===== src/design/cts_pkg.sv =====
// ============================================================================
// cts_pkg
// Shared types, codes and constants of the CSMA transmit sequencer.
// ============================================================================
package cts_pkg;

    // Field widths
    localparam int unsigned OPCODE_W  = 2;
    localparam int unsigned LEN_W     = 10;
    localparam int unsigned TICK_W    = 16;
    localparam int unsigned RND_W     = 8;
    localparam int unsigned ACTION_W  = 3;
    localparam int unsigned OFFSET_W  = 9;
    localparam int unsigned COUNT_W   = 16;
    localparam int unsigned STCODE_W  = 3;
    localparam int unsigned CFG_IDX_W = 3;
    localparam int unsigned CFG_DW    = 16;

    // Default frame buffer size in bytes
    localparam int unsigned BUFFER_BYTES_DEF = 512;

    // Register reset values
    localparam logic [7:0]  SLOT_TIME_RST    = 8'd10;
    localparam logic [7:0]  PERSISTENCE_RST  = 8'd63;
    localparam logic [15:0] KEYUP_DELAY_RST  = 16'd25;
    localparam logic [7:0]  TAIL_TIME_RST    = 8'd4;

    // Item kinds on the input channel
    typedef enum logic [OPCODE_W-1:0] {
        OP_FRAME_READY = 2'd0,
        OP_TIMER_TICK  = 2'd1,
        OP_TX_READY    = 2'd2
    } opcode_t;

    // Commands for the line
    typedef enum logic [ACTION_W-1:0] {
        ACT_NONE    = 3'd0,
        ACT_KEY_ON  = 3'd1,
        ACT_KEY_OFF = 3'd2,
        ACT_START   = 3'd3,
        ACT_DATA    = 3'd4,
        ACT_END     = 3'd5,
        ACT_REWIND  = 3'd6
    } action_t;

    // Configuration register indexes
    typedef enum logic [CFG_IDX_W-1:0] {
        CFG_SLOT_TIME   = 3'd0,
        CFG_PERSISTENCE = 3'd1,
        CFG_KEYUP_DELAY = 3'd2,
        CFG_TAIL_TIME   = 3'd3,
        CFG_FULL_DUPLEX = 3'd4
    } cfg_idx_t;

    // Sequencer states, one-hot
    typedef enum logic [5:0] {
        SEQ_IDLE   = 6'b000001,
        SEQ_WAIT   = 6'b000010,
        SEQ_DELAY  = 6'b000100,
        SEQ_ACTIVE = 6'b001000,
        SEQ_FLUSH  = 6'b010000,
        SEQ_TAIL   = 6'b100000
    } seq_state_t;

    // Reported state codes
    localparam logic [STCODE_W-1:0] CODE_IDLE   = 3'd0;
    localparam logic [STCODE_W-1:0] CODE_WAIT   = 3'd1;
    localparam logic [STCODE_W-1:0] CODE_DELAY  = 3'd2;
    localparam logic [STCODE_W-1:0] CODE_ACTIVE = 3'd3;
    localparam logic [STCODE_W-1:0] CODE_FLUSH  = 3'd4;
    localparam logic [STCODE_W-1:0] CODE_TAIL   = 3'd5;

    typedef struct packed {
        logic [7:0]  slot_time;
        logic [7:0]  persistence;
        logic [15:0] keyup_delay;
        logic [7:0]  tail_time;
        logic        full_duplex;
    } cfg_t;

    typedef struct packed {
        seq_state_t         seq;
        logic [TICK_W-1:0]  countdown;
        logic [LEN_W-1:0]   send_index;
        logic [LEN_W-1:0]   pending_length;
        logic [COUNT_W-1:0] underruns;
        logic               abort_armed;
    } seq_ctx_t;

    typedef struct packed {
        logic [OPCODE_W-1:0] opcode;
        logic [LEN_W-1:0]    frame_length;
        logic [TICK_W-1:0]   elapsed_ticks;
        logic [RND_W-1:0]    random_byte;
        logic                carrier_detect;
        logic                tx_underrun;
    } item_t;

    typedef struct packed {
        action_t             action;
        logic [OFFSET_W-1:0] byte_offset;
        logic                frame_taken;
        logic                transmitter_keyed;
        logic                abort_on_underrun;
        logic [COUNT_W-1:0]  underrun_count;
        logic [STCODE_W-1:0] sequencer_state;
    } result_t;

    // Zero-valued timer settings behave as one tick.
    function automatic logic [TICK_W-1:0] at_least_one8(input logic [7:0] v);
        at_least_one8 = (v == 8'd0) ? TICK_W'(1) : TICK_W'(v);
    endfunction

    function automatic logic [TICK_W-1:0] at_least_one16(input logic [15:0] v);
        at_least_one16 = (v == 16'd0) ? TICK_W'(1) : v;
    endfunction

    // Numeric state code for the status field.
    function automatic logic [STCODE_W-1:0] state_code(input seq_state_t s);
        case (s)
            SEQ_IDLE:   state_code = CODE_IDLE;
            SEQ_WAIT:   state_code = CODE_WAIT;
            SEQ_DELAY:  state_code = CODE_DELAY;
            SEQ_ACTIVE: state_code = CODE_ACTIVE;
            SEQ_FLUSH:  state_code = CODE_FLUSH;
            SEQ_TAIL:   state_code = CODE_TAIL;
            default:    state_code = CODE_IDLE;
        endcase
    endfunction

endpackage


===== src/design/cts_step.sv =====
// ============================================================================
// cts_step
// Next-state and command logic of the sequencer for one registered item.
// ============================================================================
module cts_step #(
    parameter int unsigned BUFFER_BYTES = cts_pkg::BUFFER_BYTES_DEF
) (
    input  cts_pkg::cfg_t     cfg,
    input  cts_pkg::seq_ctx_t cur,
    input  cts_pkg::item_t    item,
    output cts_pkg::seq_ctx_t nxt,
    output cts_pkg::result_t  res
);

    // Longest frame that the length field and the buffer both allow.
    localparam int unsigned LenMax = (1 << cts_pkg::LEN_W) - 1;
    localparam int unsigned SatLen = (BUFFER_BYTES > LenMax) ? LenMax : BUFFER_BYTES;
    localparam logic [cts_pkg::LEN_W-1:0] SAT_LEN = cts_pkg::LEN_W'(SatLen);

    cts_pkg::action_t           act;
    logic [cts_pkg::LEN_W-1:0]  offset;
    logic                       taken;
    logic [cts_pkg::LEN_W-1:0]  index_inc;
    logic                       slot_won;

    assign index_inc = cur.send_index + cts_pkg::LEN_W'(1);

    // Channel is ours when full duplex, or when clear and the dice allow it.
    assign slot_won = cfg.full_duplex ||
                      (!item.carrier_detect && (item.random_byte <= cfg.persistence));

    // Decode the item against the current state.
    always_comb begin
        nxt    = cur;
        act    = cts_pkg::ACT_NONE;
        offset = '0;
        taken  = 1'b0;
        case (item.opcode)
            cts_pkg::OP_FRAME_READY: begin
                // Accept a new frame only when none is pending.
                if ((cur.pending_length == '0) && (item.frame_length != '0)) begin
                    nxt.pending_length = (item.frame_length > SAT_LEN) ? SAT_LEN
                                                                       : item.frame_length;
                    nxt.send_index = '0;
                    taken = 1'b1;
                    if (cur.seq == cts_pkg::SEQ_IDLE) begin
                        nxt.countdown = cfg.full_duplex ? cts_pkg::TICK_W'(1)
                                                        : cts_pkg::at_least_one8(cfg.slot_time);
                        nxt.seq = cts_pkg::SEQ_WAIT;
                    end else if (cur.seq == cts_pkg::SEQ_TAIL) begin
                        nxt.countdown = cts_pkg::TICK_W'(1);
                        nxt.seq = cts_pkg::SEQ_DELAY;
                    end
                end
            end
            cts_pkg::OP_TIMER_TICK: begin
                // The single timer paces channel wait, key-up delay and tail.
                if (cur.countdown != '0) begin
                    if (cur.countdown <= item.elapsed_ticks) begin
                        nxt.countdown = '0;
                        case (cur.seq)
                            cts_pkg::SEQ_WAIT: begin
                                if (slot_won) begin
                                    act = cts_pkg::ACT_KEY_ON;
                                    nxt.countdown = cts_pkg::at_least_one16(cfg.keyup_delay);
                                    nxt.seq = cts_pkg::SEQ_DELAY;
                                end else begin
                                    nxt.countdown = cts_pkg::at_least_one8(cfg.slot_time);
                                end
                            end
                            cts_pkg::SEQ_DELAY: begin
                                act = cts_pkg::ACT_START;
                                offset = cur.send_index;
                                nxt.send_index = index_inc;
                                nxt.seq = cts_pkg::SEQ_ACTIVE;
                            end
                            cts_pkg::SEQ_TAIL: begin
                                act = cts_pkg::ACT_KEY_OFF;
                                nxt.seq = cts_pkg::SEQ_IDLE;
                            end
                            default: ;
                        endcase
                    end else begin
                        nxt.countdown = cur.countdown - item.elapsed_ticks;
                    end
                end
            end
            cts_pkg::OP_TX_READY: begin
                case (cur.seq)
                    cts_pkg::SEQ_ACTIVE: begin
                        if (item.tx_underrun) begin
                            nxt.underruns = cur.underruns + cts_pkg::COUNT_W'(1);
                            nxt.send_index = '0;
                            nxt.seq = cts_pkg::SEQ_FLUSH;
                            act = cts_pkg::ACT_REWIND;
                        end else if (cur.send_index >= cur.pending_length) begin
                            nxt.abort_armed = 1'b0;
                            nxt.seq = cts_pkg::SEQ_FLUSH;
                            nxt.pending_length = '0;
                            act = cts_pkg::ACT_END;
                        end else begin
                            act = cts_pkg::ACT_DATA;
                            offset = cur.send_index;
                            nxt.send_index = index_inc;
                        end
                    end
                    cts_pkg::SEQ_FLUSH: begin
                        // Restart the frame, or fall into the tail when done.
                        nxt.abort_armed = 1'b1;
                        if (cur.send_index < cur.pending_length) begin
                            act = cts_pkg::ACT_START;
                            offset = cur.send_index;
                            nxt.send_index = index_inc;
                            nxt.seq = cts_pkg::SEQ_ACTIVE;
                        end else begin
                            nxt.countdown = cts_pkg::at_least_one8(cfg.tail_time);
                            nxt.seq = cts_pkg::SEQ_TAIL;
                        end
                    end
                    default: ;
                endcase
            end
            default: ;
        endcase
    end

    // Result item: command plus status after the update.
    always_comb begin
        res.action            = act;
        res.byte_offset       = offset[cts_pkg::OFFSET_W-1:0];
        res.frame_taken       = taken;
        res.transmitter_keyed = (nxt.seq != cts_pkg::SEQ_IDLE);
        res.abort_on_underrun = nxt.abort_armed;
        res.underrun_count    = nxt.underruns;
        res.sequencer_state   = cts_pkg::state_code(nxt.seq);
    end

endmodule


===== src/design/csma_transmit_sequencer.sv =====
// ============================================================================
// csma_transmit_sequencer
// Transmit control of a packet-radio HDLC link with p-persistent access.
// ============================================================================
// Every input item yields exactly one result item. An accepted item is held in
// an input register, the sequencer state is updated from it combinationally
// and its result is captured in the result register; one item can be accepted
// in every clock cycle while the result channel does not stall. While a result
// waits to be taken the input register keeps its item and the input channel
// stalls, and both sides may stall freely. Configuration registers take effect
// on the next item processed; the user must see that they are written only while
// no item is in flight, as the block itself does not enforce this.
module csma_transmit_sequencer #(
    parameter int unsigned BUFFER_BYTES = cts_pkg::BUFFER_BYTES_DEF
) (
    input  logic                          aclk,
    input  logic                          aresetn,
    // Configuration write port
    input  logic                          cfg_wr_en,
    input  logic [cts_pkg::CFG_IDX_W-1:0] cfg_addr,
    input  logic [cts_pkg::CFG_DW-1:0]    cfg_wdata,
    // Input channel
    input  logic                          s_tvalid,
    output logic                          s_tready,
    // frame_length[9:0], elapsed_ticks[25:10], random_byte[33:26],
    // carrier_detect[34], tx_underrun[35], zero[39:36]
    input  logic [39:0]                   s_tdata,
    // opcode[1:0]
    input  logic [1:0]                    s_tuser,
    // Result channel
    output logic                          m_tvalid,
    input  logic                          m_tready,
    // byte_offset[8:0], frame_taken[9], transmitter_keyed[10],
    // abort_on_underrun[11], underrun_count[27:12], sequencer_state[30:28],
    // zero[31]
    output logic [31:0]                   m_tdata,
    // action[2:0]
    output logic [2:0]                    m_tuser
);

    cts_pkg::cfg_t     cfg_reg;
    cts_pkg::seq_ctx_t ctx_reg;
    cts_pkg::seq_ctx_t ctx_next;
    cts_pkg::item_t    item_reg;
    logic              in_valid_reg;
    cts_pkg::result_t  res_next;
    cts_pkg::result_t  res_reg;
    logic              out_valid_reg;
    logic              advance;

    // An item moves on when the result register is free or being emptied.
    assign advance  = in_valid_reg && (!out_valid_reg || m_tready);
    assign s_tready = !in_valid_reg || advance;

    // Configuration registers.
    always_ff @(posedge aclk) begin
        if (!aresetn) begin
            cfg_reg.slot_time   <= cts_pkg::SLOT_TIME_RST;
            cfg_reg.persistence <= cts_pkg::PERSISTENCE_RST;
            cfg_reg.keyup_delay <= cts_pkg::KEYUP_DELAY_RST;
            cfg_reg.tail_time   <= cts_pkg::TAIL_TIME_RST;
            cfg_reg.full_duplex <= 1'b0;
        end else if (cfg_wr_en) begin
            case (cfg_addr)
                cts_pkg::CFG_SLOT_TIME:   cfg_reg.slot_time   <= cfg_wdata[7:0];
                cts_pkg::CFG_PERSISTENCE: cfg_reg.persistence <= cfg_wdata[7:0];
                cts_pkg::CFG_KEYUP_DELAY: cfg_reg.keyup_delay <= cfg_wdata;
                cts_pkg::CFG_TAIL_TIME:   cfg_reg.tail_time   <= cfg_wdata[7:0];
                cts_pkg::CFG_FULL_DUPLEX: cfg_reg.full_duplex <= cfg_wdata[0];
                default: ;
            endcase
        end
    end

    // Input register.
    always_ff @(posedge aclk) begin
        if (!aresetn) begin
            in_valid_reg <= 1'b0;
        end else if (s_tready) begin
            in_valid_reg <= s_tvalid;
        end
    end

    always_ff @(posedge aclk) begin
        if (s_tvalid && s_tready) begin
            item_reg.opcode         <= s_tuser;
            item_reg.frame_length   <= s_tdata[9:0];
            item_reg.elapsed_ticks  <= s_tdata[25:10];
            item_reg.random_byte    <= s_tdata[33:26];
            item_reg.carrier_detect <= s_tdata[34];
            item_reg.tx_underrun    <= s_tdata[35];
        end
    end

    // Sequencer update for the registered item.
    cts_step #(
        .BUFFER_BYTES(BUFFER_BYTES)
    ) u_step (
        .cfg (cfg_reg),
        .cur (ctx_reg),
        .item(item_reg),
        .nxt (ctx_next),
        .res (res_next)
    );

    // Sequencer state.
    always_ff @(posedge aclk) begin
        if (!aresetn) begin
            ctx_reg.seq            <= cts_pkg::SEQ_IDLE;
            ctx_reg.countdown      <= '0;
            ctx_reg.send_index     <= '0;
            ctx_reg.pending_length <= '0;
            ctx_reg.underruns      <= '0;
            ctx_reg.abort_armed    <= 1'b1;
        end else if (advance) begin
            ctx_reg <= ctx_next;
        end
    end

    // Result register.
    always_ff @(posedge aclk) begin
        if (!aresetn) begin
            out_valid_reg <= 1'b0;
        end else if (advance) begin
            out_valid_reg <= 1'b1;
        end else if (m_tready) begin
            out_valid_reg <= 1'b0;
        end
    end

    always_ff @(posedge aclk) begin
        if (advance) begin
            res_reg <= res_next;
        end
    end

    assign m_tvalid = out_valid_reg;
    assign m_tuser  = res_reg.action;
    assign m_tdata  = {1'b0,
                       res_reg.sequencer_state,
                       res_reg.underrun_count,
                       res_reg.abort_on_underrun,
                       res_reg.transmitter_keyed,
                       res_reg.frame_taken,
                       res_reg.byte_offset};

`ifndef SYNTH
    // An idle sequencer holds neither a frame nor a running timer.
    assert property (@(posedge aclk) disable iff (!aresetn)
        (ctx_reg.seq == cts_pkg::SEQ_IDLE) |->
            (ctx_reg.pending_length == '0) && (ctx_reg.countdown == '0))
        else $error("idle sequencer with pending frame or running timer");

    // While sending, the byte index never runs past the frame.
    assert property (@(posedge aclk) disable iff (!aresetn)
        (ctx_reg.seq == cts_pkg::SEQ_ACTIVE) |->
            (ctx_reg.send_index <= ctx_reg.pending_length))
        else $error("send index beyond pending frame length");

    // The underrun counter only moves when an item is processed.
    assert property (@(posedge aclk) disable iff (!aresetn)
        ($past(aresetn) && (ctx_reg.underruns != $past(ctx_reg.underruns))) |->
            $past(advance))
        else $error("underrun counter changed without an item");
`endif

endmodule


===== config.mk =====
export PLATFORM = sky130hd
export DESIGN_NAME = csma_transmit_sequencer
export DESIGN_NICKNAME = d
export VERILOG_FILES = /design/src/design/cts_pkg.sv /design/src/design/cts_step.sv /design/src/design/csma_transmit_sequencer.sv
export SDC_FILE = /design/constraint.sdc
export NUM_CORES = 1
export LEC_CHECK = 0
export BUFFER_PORTS_ARGS = -buffer_cell sky130_fd_sc_hd__buf_2
export CORE_AREA = 3 3 148 121
export DETAILED_ROUTE_END_ITERATION = 10
export DIE_AREA = 0 0 151 124
export PLACE_DENSITY = 0.74
export SLEW_MARGIN = 10
export SYNTH_ARGS = -nofsm -noshare
export SYNTH_HDL_FRONTEND = slang
export SYNTH_SLANG_ARGS = --single-unit

===== constraint.sdc =====
create_clock -name aclk -period 9.7 [get_ports aclk]
set_input_delay 1.94 -clock aclk [delete_from_list [all_inputs] [get_ports aclk]]
set_output_delay 1.94 -clock aclk [all_outputs]
set_load 0.01 [all_outputs]

==> results of run 1 <==
==> stage by stage <==
| stage | cell area, sq um | setup slack [ns] |
|---|---|---|
| 5_1_grt | 10100 | 5.15 |
| 2_1_floorplan | 8920 | 5.52 |
| 3_3_place_gp | 9580 | 5.29 |
| 3_5_place_dp | 9580 | 5.26 |
| 4_1_cts | 10100 | 5.26 |
| 6_report | 10100 | 5.27 |
==> cell usage after synthesis, types with 7 or more instances <==
cell	number
nor2b_1	20
nor4_1	16
clkbuf_1	25
mux2i_1	7
nor2_1	35
a21boi_0	39
o221ai_1	7
nand4_1	20
xnor2_1	25
a31oi_1	9
and3_1	9
and2_1	26
nor3_1	13
edfxtp_1	72
nand2_1	142
a22oi_1	19
or3_1	11
dfxtp_1	102
ha_1	41
nand3_1	30
a21oi_1	30
o211ai_1	10
a22o_1	14
o21ai_0	25
inv_1	53
xor2_1	19
==> metal layers <==
| layer | global-route usage, % | part of all wire [%] |
|---|---|---|
| met5 | 0 | 0 |
| met4 | 6.74 | 1.8 |
| met3 | 5.46 | 6.7 |
| met2 | 31.9 | 42 |
| met1 | 33.1 | 49 |
==> cells by family after synthesis <==
kind of cell / Yosys count / share of synthesized area, %
other: 1 / 0.0420
DFF: 174 / 47.1
buffers and inverters: 85 / 3.69
xor gates and xnor gates: 44 / 4.32
muxes: 8 / 0.912
AOI/OAI and AO/OA: 207 / 17.0
and+or+nand+nor: 360 / 20.9
adders and majority gates: 42 / 5.98
==> path summary, 6_finish.rpt <==
check	endpoint	slack (ns)
setup / recovery	s_tready	5.27
hold / removal	cfg_reg[31]	0.47
setup reg to reg	m_tdata[10]	6.06
hold reg to reg	cfg_reg[31]	0.47
==> power by group through the flow <==
stage / clock, mW / combinational [mW] / sequential [mW]
2_1_floorplan: 0 / 0.0880 / 0.817
3_3_place_gp: 0 / 0.134 / 0.818
3_5_place_dp: 0 / 0.136 / 0.818
4_1_cts: 0.636 / 0.137 / 0.802
5_1_grt: 0.670 / 0.153 / 0.804
6_report: 0.622 / 0.138 / 0.802
==> critical path, cell delays in order <==
cell and delay, ns:
buf_2 0.10, nor2b_1 0.21, nand2_1 0.10, buf_2 0.14
==> area by class of cell <==
cell class | instances | area (sq um)
Fill cell | 1451 | 6380
Clock inverter | 11 | 63.8
Sequential cell | 174 | 4200
Inverter | 53 | 199
Clock buffer | 21 | 472
Timing Repair Buffer | 101 | 515
Tap cell | 220 | 275
Multi-Input combinational cell | 662 | 4390
==> results.rst, run 1 <==
.. list-table::
   :header-rows: 1

   * - Metric
     - Value
   * - Status
     - completed
   * - Starting density of the core
     - 54.0%
   * - Number of diodes added for antenna fixing
     - 0
   * - Layout net count
     - 1117
   * - Final total power
     - 1.56 mW
   * - Final setup violation count
     - 0
   * - Commonest non-fill, non-tap cells in the layout
     - nand2_1 (142), dfxtp_1 (102), buf_2 (97)
   * - Number of global-route vias before repair
     - 6389
   * - Die extent in x
     - 151 um
   * - P per Cell Area
     - 154 mW/mm^2
   * - Root Buffer
     - clkbuf_16
   * - Main area contributors after synthesis
     - edfxtp_1 (24%), dfxtp_1 (23%), nand2_1 (6.0%)
   * - Post-CTS setup buffer count
     - 0
   * - Antenna Nets Post-Route
     - 0
   * - Leftover overflow at the end of global routing
     - 0
   * - Largest area contributor in the netlist
     - edfxtp_1
   * - Hold Crit Depth
     - 2
   * - Total global-route track usage
     - 22.2%
   * - Maximum vdd drop
     - 0.112 mV
   * - Sw power
     - 375 uW
   * - Post-Synthesis Net Count
     - 1029
   * - Combinational share of power
     - 8.8%
   * - Clock Pin Slew Worst Setup and Hold Paths
     - 0.06 ns
   * - Die Height
     - 124 um
   * - Placeable Area
     - 0.0165 sq mm
   * - Relative slew slack
     - 20.6%
   * - Worst endpoint required time
     - 7.76 ns
   * - Share of flip-flops with an asynchronous set or reset after synthesis
     - 0%
   * - Least-Margin Pin Slew
     - 1.19 ns
   * - Sequential share of power
     - 51.4%
   * - Fraction of layout cells with a size suffix above 1
     - 15.2%
   * - Internal power contribution
     - 1.19 mW
   * - Total of flip-flops plus latches after synthesis
     - 174
   * - Maximum achievable frequency
     - 226 MHz
   * - Cell Area, Synth
     - 0.00892 sq mm
   * - Clock tree buffer depth
     - 2
   * - Worst hold slack
     - 0.466 ns
   * - Post-detailed-route DRC marker count
     - 0
   * - Core occupancy in the finished layout
     - 61.3%
   * - Setup skew after layout
     - 0.00801 ns
   * - Start point of the worst min-delay path
     - cfg_reg[31]
   * - Port Buffers
     - 97
   * - Startpoint kind of the worst setup timing path
     - input pin
   * - Leakage power total
     - 4.02 nW
   * - Sink Count
     - 174
   * - Global-route wire length before repair
     - 32600 um
   * - Die footprint
     - 0.0187 sq mm
   * - Routed wire length
     - 20200 um
   * - Startpoint of the lowest-slack register-to-register path
     - ctx_reg[37]
   * - Dpl hpwl
     - 14600 um
   * - Maximum number of pins on one net before global-route repair
     - 88
   * - Area growth from synthesis to layout
     - 13.4%
   * - Fraction of power consumed by the clock network
     - 39.8%
   * - Post-cts gate resize count
     - 0
   * - Final cell count without fillers
     - 1242
   * - Number of buffers created by CTS
     - 17
   * - Unrepaired setup endpoints after global routing
     - false
   * - Yosys top cell area share
     - 24.2%
   * - Final TNS setup
     - 0 ns
   * - Cell count after placement
     - 1210
   * - Latest clock arrival within the worst-skew pair
     - 0.43 ns
   * - Number of buffers inserted by hold repair at cts
     - 0
   * - Largest register FFs
     - 59
   * - Mean area per synthesized cell
     - 9.68 sq um
   * - CP Data Arrival Time
     - 2.49 ns
   * - Post-layout min period
     - 4.43 ns
   * - Crit path kind
     - in -> out
   * - Final slew viol count
     - 0
   * - Initial DRC Count
     - 601
   * - Vias per std cell
     - 5.70
   * - Switching part of the total power
     - 24.0%
   * - Critical path startpoint
     - m_tready
   * - Max H-tree Level
     - 4
   * - Synth Instances
     - 921
   * - Max cap viols
     - 0
   * - Critical path capture point type
     - output pin
   * - Commonest non-fill, non-tap cell in the layout
     - nand2_1
   * - First-pass iteration count of the detailed router
     - 5
   * - Count of flip-flops with a built-in enable after synthesis
     - 72
   * - Count of boundary I/O pins
     - 103
   * - TritonCTS clock tree
     - done
   * - Worst min-delay path category
     - reg -> reg
   * - Count of distinct cell types in the synthesized netlist
     - 78
   * - Primary flip-flop cell chosen by synthesis mapping
     - dfxtp_1
   * - Period utilization
     - 45.7%
   * - Yosys synthesis warning count
     - 0
   * - Total vias in the final route
     - 7078
   * - Placement row count
     - 42
   * - Routability-driven placement congestion ratio
     - 0.895
   * - Hold violation count in the final report
     - 0
   * - Sequential element share of the synthesized area
     - 47.1%
   * - CP Max Fanout
     - 4
   * - Average detailed-routed wire length per instance
     - 16.2 um
   * - Number of antenna violations at the first check in global routing
     - 0
   * - Cell count of the worst reg-to-reg path
     - 12
No activity file was read; power rests on OpenSTA's default activity.
==> run 2, diff against run 1 <==
Settings changed: ABC_AREA from default to 1, CORE_AREA 3 3 148 121 to 3 3 152 125, DIE_AREA 0 0 151 124 to 0 0 155 128, PLACE_DENSITY 0.74 to 0.75.
Clock period 9.7 ns to 3.8 ns, I/O delays scaled along.
==> run 2 against run 1 <==
  * Non-clock buffer count is 3 higher
  * Clock skew is 0.0067 ns higher
  * Area after synthesis is 3.5% higher
  * Sequential power grew to 2.6 times the previous value
  * Hold slack better by 0.0024 ns
  * Via count is 12% higher
  * Final cell count is 19% higher
  * Clock-buffer cell count is 2 lower
  * Sequential cell count stayed put
  * Critical path depth is 14 higher
  * Total power grew to 2.7 times the previous value
  * Critical endpoint is now ctx_reg[32]
==> results.rst, run 2 <==
.. list-table::
   :header-rows: 1

   * - Metric
     - Value
   * - Largest area contributor in the netlist
     - edfxtp_1
   * - First-pass iteration count of the detailed router
     - 6
   * - Dpl hpwl
     - 16200 um
   * - Slowest-stage cell, CP
     - fa_1
   * - Placeable Area
     - 0.0174 sq mm
   * - Worst reg2reg setup slack
     - 0.64 ns
   * - Clock tree buffer depth
     - 2
   * - Yosys top cell area share
     - 23.4%
   * - Die footprint
     - 0.0198 sq mm
   * - Yosys synthesis warning count
     - 0
   * - Vias per std cell
     - 5.33
   * - Final setup violation count
     - 0
   * - Commonest non-fill, non-tap cell in the layout
     - nand2_1
   * - Endpoint, Worst Hold
     - cfg_reg[31]
   * - Cell count after placement
     - 1452
   * - Post-detailed-route DRC marker count
     - 0
   * - Delay of the slowest cell on the worst path
     - 0.40 ns
   * - Worst Path Buf+Inv
     - 4
   * - Routability-driven placement congestion ratio
     - 0.940
   * - Die extent in x
     - 155 um
   * - Count of boundary I/O pins
     - 103
   * - Root Buffer
     - clkbuf_16
   * - Relative slew slack
     - 44.4%
   * - Internal power contribution
     - 3.09 mW
   * - Core occupancy in the finished layout
     - 60.3%
   * - Sw power
     - 1.11 mW
   * - Pre-CTS setup slack
     - 0.684 ns
   * - Status
     - completed
   * - Count of flip-flops with a built-in enable after synthesis
     - 72
   * - Port Buffers
     - 97
   * - Cell count of the worst reg-to-reg path
     - 18
   * - Max cap viols
     - 0
   * - Most common cell in the netlist
     - nand2_1
   * - Final setup margin
     - 0.644 ns
   * - Period utilization
     - 83.1%
   * - Hold violation count in the final report
     - 0
   * - Initial DRC Count
     - 525
   * - Total global-route track usage
     - 22.4%
   * - Placement row count
     - 43
   * - Reg2reg end
     - ctx_reg[32]
   * - Cell mode on critical path
     - nand2_2
   * - Total vias in the final route
     - 7912
   * - CP Max Fanout
     - 27
   * - Sequential element share of the synthesized area
     - 45.5%
   * - Main area contributors after synthesis
     - edfxtp_1 (23%), dfxtp_1 (22%), nand2_1 (9.3%)
   * - Fraction of power consumed by the clock network
     - 40.6%
   * - Max H-tree Level
     - 4
   * - Share of flip-flops with an asynchronous set or reset after synthesis
     - 0%
   * - Sink Count
     - 174
   * - Least-Margin Pin Slew
     - 0.833 ns
   * - Maximum achievable frequency
     - 317 MHz
   * - Leakage power total
     - 4.67 nW
   * - Primary flip-flop cell chosen by synthesis mapping
     - dfxtp_1
   * - Fill cells
     - 1542
   * - Final cell count without fillers
     - 1484
   * - Cell chain of the critical path
     - inv_1, ha_1, inv_1, fa_1, nand3_1, nand3_1, nand2_1, nand2_2, nand2_1, nand2_2, nand2_4, inv_2, o21ai_2, nand2_2, inv_2, nand2_1, nand2_2, nor2_1
   * - Critical path capture point type
     - flip-flop
   * - Cell family contributing the most delay on the critical path
     - simple AND/OR/NAND/NOR gates
   * - Startpoint kind of the worst setup timing path
     - flip-flop
   * - Sequential share of power
     - 49.5%
   * - Number of buffers created by CTS
     - 17
   * - P per Cell Area
     - 400 mW/mm^2
   * - Unrepaired setup endpoints after global routing
     - false
   * - Antenna Nets Post-Route
     - 0
   * - Commonest non-fill, non-tap cells in the layout
     - nand2_1 (228), inv_1 (158), nor2_1 (111)
   * - Post-Synthesis Net Count
     - 1262
   * - Switching part of the total power
     - 26.4%
   * - CP Data Arrival Time
     - 3.47 ns
   * - Area of the multi-input gates
     - 0.00425 sq mm
   * - Die Height
     - 128 um
   * - Mean area per synthesized cell
     - 8.00 sq um
   * - Starting density of the core
     - 53.1%
   * - Cell Area, Synth
     - 0.00923 sq mm
   * - Total area of sequential cells
     - 0.00420 sq mm
   * - Synth Instances
     - 1154
   * - Layout net count
     - 1354
   * - Hold Crit Depth
     - 2
   * - TritonCTS clock tree
     - done
   * - Worst min-delay path category
     - reg -> reg
   * - Final slew viol count
     - 0
   * - Fraction of layout cells with a size suffix above 1
     - 15.5%
   * - Routed wire length
     - 22000 um
   * - Startpoint of the lowest-slack register-to-register path
     - ctx_reg[37]
   * - Number of buffers inserted by hold repair at cts
     - 0
   * - Leftover overflow at the end of global routing
     - 0
   * - Post-layout min period
     - 3.16 ns
   * - Total of flip-flops plus latches after synthesis
     - 174
   * - Final TNS setup
     - 0 ns
   * - Number of antenna violations at the first check in global routing
     - 1
   * - Post-cts gate resize count
     - 0
   * - Start point of the worst min-delay path
     - cfg_reg[31]
   * - Setup skew after layout
     - 0.0147 ns
   * - Global-route wire length before repair
     - 36100 um
   * - Latest clock arrival within the worst-skew pair
     - 0.43 ns
   * - Post-CTS setup buffer count
     - 0
   * - Post-synth top cells
     - nand2_1 (228), inv_1 (159), nor2_1 (111)
   * - Crit path kind
     - reg -> reg
   * - Maximum vdd drop
     - 0.303 mV
   * - Maximum number of pins on one net before global-route repair
     - 54
   * - Clock Pin Slew Worst Setup and Hold Paths
     - 0.07 ns
   * - Number of diodes added for antenna fixing
     - 0
   * - Worst endpoint required time
     - 4.12 ns
   * - Area growth from synthesis to layout
     - 13.6%
   * - Combinational share of power
     - 9.9%
   * - Count of distinct cell types in the synthesized netlist
     - 56
   * - Average detailed-routed wire length per instance
     - 14.8 um
   * - Largest register FFs
     - 59
   * - Number of global-route vias before repair
     - 7486
## run 2: changes by cell type after synthesis, moves of 18 or more
| cell | previous run | this run |
|---|---|---|
| and2_1 | 26 | 0 |
| nand2_1 | 142 | 228 |
| a21oi_1 | 30 | 84 |
| xnor2_1 | 25 | 7 |
| nor2b_1 | 20 | 0 |
| a21boi_0 | 39 | 0 |
| nor2_1 | 35 | 111 |
| inv_1 | 53 | 159 |
| o21ai_0 | 25 | 77 |
| nand3_1 | 30 | 74 |
| a22oi_1 | 19 | 0 |
## run 2: power groups by stage
stage / Combinational (mW) / Clock (mW) / Sequential (mW)
after detailed placement: 0.410 / 0 / 2.12
after CTS: 0.413 / 1.73 / 2.08
after global placement: 0.400 / 0 / 2.12
after floorplan: 0.272 / 0 / 2.12
final: 0.413 / 1.70 / 2.08
after global routing: 0.468 / 1.80 / 2.09
## run 2: worst max path at each step
stage	start	depth (start not counted)	slack, ns	endpoint
floorplan	m_tready	5	1.18	m_tdata[0]
global placement	ctx_reg[37]	18	0.77	ctx_reg[35]
detailed placement	ctx_reg[37]	18	0.68	ctx_reg[32]
CTS	ctx_reg[37]	18	0.68	ctx_reg[32]
global route	ctx_reg[37]	18	0.47	ctx_reg[36]
finish	ctx_reg[37]	18	0.64	ctx_reg[32]
## run 2: cell families after synthesis
logic type      Yosys count  share of synthesized area [%]
xor+xnor                 27                           2.56
simple gates            503                           25.3
buf+inv                 203                           8.43
other cells               1                         0.0406
compound gates          204                           12.3
fa+ha+maj                42                           5.77
flops                   174                           45.5
## run 2: per-layer routing
metal | global-route usage [%] | vias up | part of all wire, %
met1 | 32.1 | 3620 | 48
met4 | 7.22 | 2 | 1.7
met2 | 33.3 | 255 | 43
met5 | 0 | - | 0.032
li1 | - | 4000 | -
met3 | 5.74 | 35 | 7.4
## run 2: cell type report
class	count	area share, %
tap	225	2.69
inverter	172	6.16
multi-input combinational	777	40.5
sequential	174	40.1
timing repair buffer	104	5.13
clock inverter	13	1.25
clock buffer	19	4.13
## run 2: worst min-delay path: cells and delay by family (launching register included)
| kind | cells | cell delay (ns) |
|---|---|---|
| flops | 1 | 0.30 |
| compound gates | 1 | 0.06 |
| buf+inv | 1 | 0.07 |
## run 2: per-stage QoR
step           total power, mW  instance area (sq um)  hold WS, ns
3_5_place_dp              2.53                   9920        0.457
2_1_floorplan             2.39                   9230        0.435
4_1_cts                   4.22                  10500        0.467
3_3_place_gp              2.52                   9920        0.455
6_report                  4.19                  10500        0.469
5_1_grt                   4.35                  10500        0.481
==> run 3, diff against run 2 <==
Clock period 3.8 ns to 2.6 ns, I/O delays scaled along.
==> run 3 against run 2 <==
  * Via count is 2.9% higher
  * Clock-buffer cell count fell by 1
  * Wire length grew 5.6%
  * Largest power group unchanged
  * First-iteration DRC count up 38%
  * Total power grew 48%
  * Global-route usage is 0.88 points higher
  * Non-clock buffer count is 39 higher
  * Clock skew rose by 0.0046 ns
  * Utilization is 3.1 points higher
  * Sequential cell count stayed put
  * Hold slack worse by 0.22 ns
  * Final cell count grew 2.7%
==> results.rst, run 3 (synthesis gave the netlist of run 2 again) <==
.. list-table::
   :header-rows: 1

   * - Metric
     - Value
   * - Status
     - completed
   * - Total vias in the final route
     - 8141
   * - Startpoint kind of the worst setup timing path
     - flip-flop
   * - Post-layout min period
     - 2.53 ns
   * - P per Cell Area
     - 563 mW/mm^2
   * - Clock Pin Slew Worst Setup and Hold Paths
     - 0.07 ns
   * - Antenna Nets Post-Route
     - 0
   * - CP Data Arrival Time
     - 2.70 ns
   * - Finished layout cell area
     - 0.0110 sq mm
   * - CP Max Fanout
     - 7
   * - Sequential share of power
     - 48.9%
   * - Die Height
     - 128 um
   * - Worst hold slack
     - 0.248 ns
   * - Max H-tree Level
     - 4
   * - Initial DRC Count
     - 726
   * - Period utilization
     - 97.3%
   * - Worst min-delay path category
     - in -> reg
   * - Crit path kind
     - reg -> reg
   * - Hold violation count in the final report
     - 0
   * - Latest clock arrival within the worst-skew pair
     - 0.45 ns
   * - Setup skew after layout
     - 0.0193 ns
   * - Area growth from synthesis to layout
     - 19.4%
   * - Sw power
     - 1.72 mW
   * - Count of boundary I/O pins
     - 103
   * - Final TNS setup
     - 0 ns
   * - Area after detailed placement
     - 0.0101 sq mm
   * - Port Buffers
     - 97
   * - Dpl hpwl
     - 16700 um
   * - Maximum vdd drop
     - 0.347 mV
   * - Internal power contribution
     - 4.49 mW
   * - Die footprint
     - 0.0198 sq mm
   * - Total global-route track usage
     - 23.3%
   * - Number of buffers created by CTS
     - 17
   * - Commonest non-fill, non-tap cell in the layout
     - nand2_1
   * - Fraction of layout cells with a size suffix above 1
     - 21.0%
   * - Final setup violation count
     - 0
   * - Least-Margin Pin Slew
     - 0.717 ns
   * - Final total power
     - 6.21 mW
   * - Commonest non-fill, non-tap cells in the layout
     - nand2_1 (220), inv_1 (154), nor2_1 (104)
   * - Switching part of the total power
     - 27.7%
   * - Final setup margin
     - 0.0696 ns
   * - Fraction of power consumed by the clock network
     - 40.3%
   * - Post-detailed-route DRC marker count
     - 0
   * - Critical path capture point type
     - flip-flop
   * - Layout net count
     - 1393
   * - Leftover overflow at the end of global routing
     - 0
   * - Root Buffer
     - clkbuf_16
   * - Worst endpoint required time
     - 2.77 ns
   * - Sink Count
     - 174
   * - Die extent in x
     - 155 um
   * - Placement row count
     - 43
   * - Maximum number of pins on one net before global-route repair
     - 49
   * - Placeable Area
     - 0.0174 sq mm
   * - Number of global-route vias before repair
     - 7466
   * - Starting density of the core
     - 53.1%
   * - Vias per std cell
     - 5.34
   * - Clock tree buffer depth
     - 2
   * - Maximum achievable frequency
     - 395 MHz
   * - Combinational share of power
     - 10.8%
   * - Routability-driven placement congestion ratio
     - 0.956
   * - Average detailed-routed wire length per instance
     - 15.3 um
   * - Max cap viols
     - 0
   * - Leakage power total
     - 4.93 nW
   * - First-pass iteration count of the detailed router
     - 5
   * - Largest register FFs
     - 59
   * - Final slew viol count
     - 0
   * - TritonCTS clock tree
     - done
   * - Pre-CTS setup slack
     - -0.0167 ns
   * - Unrepaired setup endpoints after global routing
     - true
   * - Global-route wire length before repair
     - 37100 um
   * - Routed wire length
     - 23300 um
   * - Number of antenna violations at the first check in global routing
     - 0
   * - Relative slew slack
     - 52.1%
## run 3: changes by cell type in the layout (fill, tap and decap cells not counted), moves of 3 or more
cell / change
inv_2: +3
nor2_4: +3
nand2_4: +5
ha_1: -8
nand2_2: +3
nand3_1: -4
nor2_1: -7
nand3_2: +4
inv_1: -4
nand2_1: -8
buf_4: +38
ha_4: +7
nor2_2: +4
## run 3: per-layer routing
| layer | global-route usage (%) | routed length (um) | share of wire (%) | vias up |
|---|---|---|---|---|
| met4 | 6.02 | 327 | 1.4 | 0 |
| met2 | 34.2 | 9980 | 43 | 299 |
| li1 | - | - | - | 4074 |
| met5 | 0 | 0 | 0 | - |
| met1 | 34.7 | 11400 | 49 | 3734 |
| met3 | 5.37 | 1590 | 6.8 | 34 |
## run 3: stage by stage
stage / util, % / instances
4_1_cts: 61.7 / 1515
6_report: 63.4 / 1524
3_3_place_gp: 58.3 / 1480
5_1_grt: 63.4 / 1523
2_1_floorplan: - / 1154
3_5_place_dp: 58.3 / 1480
## run 3: cell type report
class / instances / area (sq um)
clock inverters: 14 / 126
well taps: 225 / 282
fillers: 1504 / 6360
flip-flops and latches: 174 / 4210
diodes: 1 / 2.50
multi-input cells: 777 / 4480
clock buffers: 18 / 439
repair buffers: 143 / 835
inverters: 172 / 648
## run 3: timing repair
item / 4_1_cts / 5_1_grt
buffers inserted: 3 / 8
resized for setup: 5 / 48
hold endpoints to repair: 0 / 0
pin swaps: 6 / 20
setup endpoints to repair: 1 / 17
hold buffers: 0 / 0
## run 3: power groups by stage
| stage | sequential [mW] | combinational, mW | clock, mW |
|---|---|---|---|
| floorplan | 3.09 | 0.398 | 0 |
| global placement | 3.09 | 0.606 | 0 |
| detailed placement | 3.09 | 0.621 | 0 |
| CTS | 3.03 | 0.631 | 2.53 |
| global route | 3.05 | 0.750 | 2.65 |
| finish | 3.04 | 0.671 | 2.50 |
## run 3: worst max-delay path, cell delays in order (launching register included)
cell and delay [ns]:
edfxtp_1 0.39, ha_4 0.16, inv_2 0.04, fa_2 0.36
nand3_2 0.09, nand3_2 0.08, nand2_1 0.08, nand2_2 0.06
nand2_2 0.08, nand2_4 0.07, nand2_4 0.11, nand3_2 0.08
nand2_2 0.09, nand2_2 0.07, a21oi_4 0.18, nand2_2 0.10
nor2_4 0.12, nand4_1 0.10
## run 3: final timing paths
check	from	end	slack (ns)	cells after the start
min reg2reg	ctx_reg[24]	ctx_reg[24]	0.47	2
max reg2reg	item_reg[10]	m_tdata[10]	0.07	17
max	item_reg[10]	m_tdata[10]	0.07	17
min	s_tdata[21]	item_reg[21]	0.25	1
